## src/rtl/sus_pkg.sv

```systemverilog
// shared types and constants for the sorted unique set
package sus_pkg;

	localparam int CAPACITY = 16;
	localparam int CNT_W    = $clog2(CAPACITY + 1);
	localparam int KEY_W    = 32;

	typedef enum logic [1:0] {
		ACT_INSERT = 2'd0,
		ACT_REMOVE = 2'd1,
		ACT_LOOKUP = 2'd2
	} action_t;

	// broadcast to every cell of the chain
	typedef struct packed {
		logic                    ins;
		logic                    rem;
		logic signed [KEY_W-1:0] key;
	} cmd_t;

endpackage

```

## src/rtl/sus_cell.sv

```systemverilog
// one storage cell of the sorted chain
module sus_cell (
	input  logic                             clk,
	input  logic                             arst_n,
	input  sus_pkg::cmd_t                    cmd,
	input  logic signed [sus_pkg::KEY_W-1:0] key,
	input  logic signed [sus_pkg::KEY_W-1:0] left_value,
	input  logic                             left_valid,
	input  logic                             left_less,
	input  logic signed [sus_pkg::KEY_W-1:0] right_value,
	input  logic                             right_valid,
	output logic signed [sus_pkg::KEY_W-1:0] value_out,
	output logic                             valid_out,
	output logic                             less,
	output logic                             eq
);

	logic signed [sus_pkg::KEY_W-1:0] value_q;
	logic                             valid_q;

	assign less      = valid_q && (value_q < key);
	assign eq        = valid_q && (value_q == key);
	assign value_out = value_q;
	assign valid_out = valid_q;

	always_ff @(posedge clk or negedge arst_n) begin
		if (!arst_n) begin
			valid_q <= 1'b0;
		end else if (cmd.ins && !less) begin
			valid_q <= left_valid;
		end else if (cmd.rem && !less) begin
			valid_q <= right_valid;
		end
	end

	// cells at or above the sorted position move up on insert, down on remove
	always_ff @(posedge clk) begin
		if (cmd.ins && !less) begin
			value_q <= left_less ? cmd.key : left_value;
		end else if (cmd.rem && !less) begin
			value_q <= right_value;
		end
	end

endmodule

```

## src/rtl/sorted_unique_set_unit.sv

```systemverilog
// top level: sorted set of distinct signed keys held in a chain of cells
//
//  channel | valid     | ready     | payload
//  --------+-----------+-----------+---------------------
//  in      | in_valid  | in_ready  | action, value
//  out     | out_valid | out_ready | success, entry_count
//
// all cells compare the key in parallel and shift toward their neighbor in
// the same edge, so a transfer can occur each cycle while in_ready is high;
// the cell compare plus the hit reduction sets the clock path
// the result is registered in the cycle after the input transfer
// in_ready stays high while the output register is empty or being drained
// reset empties the store at once; no clearing pass is needed
module sorted_unique_set_unit (
	input  logic                             clk,
	input  logic                             arst_n,
	input  logic                             in_valid,
	output logic                             in_ready,
	input  logic [1:0]                       action,
	input  logic signed [sus_pkg::KEY_W-1:0] value,
	output logic                             out_valid,
	input  logic                             out_ready,
	output logic                             success,
	output logic [4:0]                       entry_count
);

	localparam int N = sus_pkg::CAPACITY;

	logic signed [sus_pkg::KEY_W-1:0] cell_value [N];
	logic [N-1:0]                     cell_valid;
	logic [N-1:0]                     cell_less;
	logic [N-1:0]                     cell_eq;

	logic [sus_pkg::CNT_W-1:0] count_q;
	logic                      out_valid_q;
	logic                      success_q;

	logic          accept;
	logic          hit;
	logic          full;
	logic          ok;
	sus_pkg::cmd_t cmd;

	assign in_ready = !out_valid_q || out_ready;
	assign accept   = in_valid && in_ready;
	assign hit      = |cell_eq;
	assign full     = (count_q == sus_pkg::CNT_W'(N));

	always_comb begin
		ok = 1'b0;
		unique case (action)
			sus_pkg::ACT_INSERT: ok = !hit && !full;
			sus_pkg::ACT_REMOVE: ok = hit;
			sus_pkg::ACT_LOOKUP: ok = hit;
			default:             ok = 1'b0;
		endcase
	end

	always_comb begin
		cmd.key = value;
		cmd.ins = accept && (action == sus_pkg::ACT_INSERT) && ok;
		cmd.rem = accept && (action == sus_pkg::ACT_REMOVE) && ok;
	end

	for (genvar i = 0; i < N; i++) begin : g_cell
		logic signed [sus_pkg::KEY_W-1:0] lv;
		logic                             lval;
		logic                             lless;
		logic signed [sus_pkg::KEY_W-1:0] rv;
		logic                             rval;

		// the head cell sees a virtual smaller, valid neighbor on its left
		if (i == 0) begin : g_head
			assign lv    = value;
			assign lval  = 1'b1;
			assign lless = 1'b1;
		end else begin : g_mid
			assign lv    = cell_value[i-1];
			assign lval  = cell_valid[i-1];
			assign lless = cell_less[i-1];
		end

		if (i == N - 1) begin : g_tail
			assign rv   = value;
			assign rval = 1'b0;
		end else begin : g_body
			assign rv   = cell_value[i+1];
			assign rval = cell_valid[i+1];
		end

		sus_cell u_cell (
			.clk         (clk),
			.arst_n      (arst_n),
			.cmd         (cmd),
			.key         (value),
			.left_value  (lv),
			.left_valid  (lval),
			.left_less   (lless),
			.right_value (rv),
			.right_valid (rval),
			.value_out   (cell_value[i]),
			.valid_out   (cell_valid[i]),
			.less        (cell_less[i]),
			.eq          (cell_eq[i])
		);
	end

	always_ff @(posedge clk or negedge arst_n) begin
		if (!arst_n) begin
			count_q     <= '0;
			out_valid_q <= 1'b0;
		end else begin
			if (cmd.ins) begin
				count_q <= count_q + sus_pkg::CNT_W'(1);
			end else if (cmd.rem) begin
				count_q <= count_q - sus_pkg::CNT_W'(1);
			end
			if (accept) begin
				out_valid_q <= 1'b1;
			end else if (out_ready) begin
				out_valid_q <= 1'b0;
			end
		end
	end

	always_ff @(posedge clk) begin
		if (accept) begin
			success_q <= ok;
		end
	end

	assign out_valid   = out_valid_q;
	assign success     = success_q;
	assign entry_count = 5'(count_q);

`ifndef SYNTHESIS
	a_count_matches_valid: assert property (@(posedge clk) disable iff (!arst_n)
		$countones(cell_valid) == 32'(count_q))
		else $error("stored count differs from number of valid cells");

	a_keys_distinct: assert property (@(posedge clk) disable iff (!arst_n)
		$onehot0(cell_eq))
		else $error("key matched in more than one cell");

	a_valid_prefix: assert property (@(posedge clk) disable iff (!arst_n)
		((cell_valid >> 1) & ~cell_valid) == '0)
		else $error("valid cells do not form a prefix");

	a_insert_reports_success: assert property (@(posedge clk) disable iff (!arst_n)
		cmd.ins |=> out_valid_q && success_q)
		else $error("insert did not report success");
`endif

endmodule
```

## config.mk

```make
export PLATFORM = sky130hd
export DESIGN_NAME = sorted_unique_set_unit
export DESIGN_NICKNAME = d
export VERILOG_FILES = /design/src/rtl/sus_pkg.sv /design/src/rtl/sus_cell.sv /design/src/rtl/sorted_unique_set_unit.sv
export SDC_FILE = /design/constraint.sdc
export NUM_CORES = 2
export LEC_CHECK = 0
export BUFFER_PORTS_ARGS = -buffer_cell sky130_fd_sc_hd__buf_4
export CORE_UTILIZATION = 50
export CTS_BUF_LIST = sky130_fd_sc_hd__clkbuf_8
export DETAILED_ROUTE_END_ITERATION = 8
export HOLD_SLACK_MARGIN = 0.02
export PLACE_DENSITY = 0.69
export SLEW_MARGIN = 20
export SYNTH_ARGS = -nofsm -noshare
export SYNTH_HDL_FRONTEND = slang
export SYNTH_SLANG_ARGS = --single-unit
```

## constraint.sdc

```tcl
create_clock -name clk -period 6.96 [get_ports clk]
set_clock_uncertainty 0.2 [all_clocks]
set_input_delay 2.088 -clock clk [delete_from_list [all_inputs] [get_ports clk]]
set_output_delay 2.088 -clock clk [all_outputs]
set_load 0.01 [all_outputs]
```

==> reports/metrics.cfg <==
[run_status]
status = finished, final reports clean

[worst_setup_path]
critical_path_class = input port to flip-flop
critical_path_buf_inv_count = 5
slowest_delay_ps = 980
start_kind = input port
cp_slowest_cell = nor4_1
reg2reg_slack_ps = 2370
r2r-start = g_cell[2].u_cell.value_out[31]
crit_chain = buf_4, inv_1, ha_1, nand4_1, nor4_1, nand3_1, o2111ai_1, nor4_2, mux2_8, inv_4, buf_12, nor3_4, buf_12, mux2_1
regToRegEndpoint = g_cell[15].u_cell.value_out[18]
endpoint_kind = flip-flop
critical_path.top_delay_family = simple AND/OR/NAND/NOR gates
path_common_cell = buf_12
critPathRequiredTime_ps = 7180
path_max_fanout = 24
cp.arrival_ps = 6420
reg2reg_depth = 12

[yosys]
synth_seq_cells = 535
synth.largest_area_cell = edfxtp_1
synth_edf_count = 513
synthFlopType = edfxtp_1
seq_area_frac_synth_pct = 40.2
yosys.cell_types.count = 73
syn_nets = 4109
synth_area_sq_mm = 0.0397
ys_top_cells_by_count = ha_1, edfxtp_1, a21oi_1
syn_area_per_cell_sq_um = 11.2
synth.top_cells.by_area = edfxtp_1, ha_1, mux2_2
yosysWarnings = 0
yosysTopAreaCellShare_pct = 38.8
yosysMostFrequentCell = ha_1
synthCells = 3552
async_flop_share_pct = 4.11

[layout]
stdcell_count = 4750
final_nets = 4185
fin_area_sq_mm = 0.0442
final_core_util_pct = 56.7
drive_gt1_share_pct = 18.6
areaGrowthSynthToFinish_pct = 11.3
fill_cells = 6585

[worst_hold_path]
min-delay-path-class = flip-flop to flip-flop
holdPathStages = 1
hold_path_end = entry_count[4]
min_from = entry_count[4]

[sta]
fin_crit_sh_pct = 89.0
hold_violations = 0
fmax_mhz = 161
worst_slew_pin_slew_ps = 1110
setup_viol = 0
rsz0062_at_grt = no
max-slew-margin-rel_pct = 24.8
hold_slack_ps = 308
setup_tns_ps = 0
drv_slew = 0
period_minus_slack_ps = 6190

[route]
wl_per_cell_microns = 23.8
met3_length_mm = 8.02
drt_wl_total_mm = 113
drt_iter0_markers = 2811
wl_met1_mm = 49.9
highest_layer = met5
avgViaCountPerCell = 6.48
met2_length_mm = 52.0
drc = 0
dr.pass1.iters = 5
ant_nets = 0
vias = 30800

[global_routing]
grt_usage_pct = 27.6
gr-total-overflow = 0
grt_pass1_vias = 30800
antenna_found_initial = 4
grt_pass1_wl_mm = 176
grt_max_degree = 80

[cts]
cts_num_sinks = 535
htree_levels = 3
ctsLongestPathBuffers = 3
cts_setup_buffers = 0
cts_buffers = 99
clk_latency_ps = 720
cts_resized = 0
clk_pin_slew_ps = 50
cts_tree = yes
cts-root-buf = clkbuf_8
ctsHoldBuffers = 0

[placement]
placedInstanceArea_sq_mm = 0.0424
dpl.hpwl_mm = 84.0
place_congestion = 0.915
placedCellCount = 4567
io_buffers = 45

[power_and_ir_drop]
swShare_pct = 28.7
power_frac_comb_pct = 15.6
peakVddDrop_v = 0.000122
leakage_nw = 17.2
pwr-share-seq_pct = 47.0
internal_power_w = 0.00549
p_switching_w = 0.00221
power_density_mw_per_mm2 = 174
power_frac_clock_pct = 37.3

[flow_run]
cap_violations = 0

[die]
die_h_microns = 284
die_w_microns = 284
ios = 46
initial_utilization_pct = 50.9
coreArea_sq_mm = 0.0780
rows = 102
dieArea_sq_mm = 0.0805

through the flow:
step           setup slack (ps)  total power (W)
2_1_floorplan               153          0.00446
3_3_place_gp                199          0.00484
5_1_grt                     668          0.00798
6_report                    765          0.00770
4_1_cts                     864          0.00772
3_5_place_dp                147          0.00487
flip-flops by register name, indices dropped and copies added, names as in the netlist:
register,count
success,1
g_cell.u_cell.value_out,512
out_valid,1
g_cell.u_cell.valid_out,16
entry_count,5
kinds of logic after synthesis:
group | count (synthesis) | share of synthesized area (%)
flip-flops | 535 | 40.2
XOR/XNOR | 5 | 0.110
buffers and inverters | 286 | 2.88
adder cells (fa/ha/maj) | 519 | 16.4
AO/OA/AOI/OAI | 1012 | 14.5
AND/OR/NAND/NOR | 472 | 6.28
multiplexers | 723 | 19.6
layer usage:
| layer | track usage, % | vias to the layer above |
|---|---|---|
| met4 | 8.57 | 6 |
| met3 | 4.26 | 261 |
| li1 | - | 14200 |
| met1 | 38.3 | 15200 |
| met2 | 44.2 | 1149 |
| met5 | 0 | - |
power groups by stage:
stage	combinational (W)	clock, W	sequential [W]
2_1_floorplan	0.000788	0	0.00367
3_3_place_gp	0.00115	0	0.00369
3_5_place_dp	0.00118	0	0.00369
4_1_cts	0.00119	0.00291	0.00362
5_1_grt	0.00131	0.00304	0.00363
6_report	0.00121	0.00288	0.00362
final cells by class:
type / instances / area, sq um / area share [%]
tap: 1040 / 1300 / 2.94
inverter: 69 / 262 / 0.592
clock buffer: 105 / 1450 / 3.27
antenna: 1 / 2.50 / 0.00566
sequential: 535 / 16000 / 36.1
multi-input combinational: 2731 / 22900 / 51.9
timing repair buffer: 192 / 1950 / 4.42
clock inverter: 77 / 358 / 0.809
cell usage in the layout, fill, tap and decap left out, types with 22 or more instances in the layout:
cell / synthesis / routed
mux2_1: 129 / 129
mux2_2: 318 / 317
edfxtp_1: 513 / 513
nor2b_1: 34 / 30
clkinv_1: 0 / 26
mux2i_1: 275 / 265
nand4_1: 120 / 120
nand3_1: 36 / 36
nand2b_1: 23 / 23
o21ai_0: 326 / 326
a21o_1: 45 / 45
inv_1: 68 / 97
a31oi_1: 137 / 137
a211oi_1: 23 / 23
buf_4: 4 / 151
o22ai_1: 26 / 26
ha_1: 518 / 518
clkbuf_8: 0 / 105
nor2_1: 57 / 44
buf_12: 0 / 41
dfrtp_1: 22 / 22
nand2_1: 122 / 122
a21oi_1: 347 / 347
worst reg2reg max path, stage by stage (launching register included):
cell,delay (ps)
edfxtp_1,440
ha_1,380
nand4_1,160
nor4_1,940
nand4_1,310
o2111ai_1,260
nor4_2,180
mux2_8,310
inv_4,60
buf_12,170
nor3_4,330
buf_12,210
mux2_1,360
worst max-delay path by stage:
stage | slack (ps) | endpoint | startpoint | depth (start not counted)
finish | 770 | g_cell[15].u_cell.value_out[18] | value[21] | 14
global route | 670 | g_cell[15].u_cell.value_out[6] | value[23] | 15
CTS | 860 | g_cell[15].u_cell.value_out[18] | value[23] | 15
detailed placement | 150 | g_cell[15].u_cell.value_out[4] | value[23] | 15
global placement | 200 | g_cell[15].u_cell.value_out[31] | value[23] | 15
floorplan | 150 | g_cell[7].u_cell.value_out[0] | value[31] | 11
No activity file was read; power rests on OpenSTA's default activity.
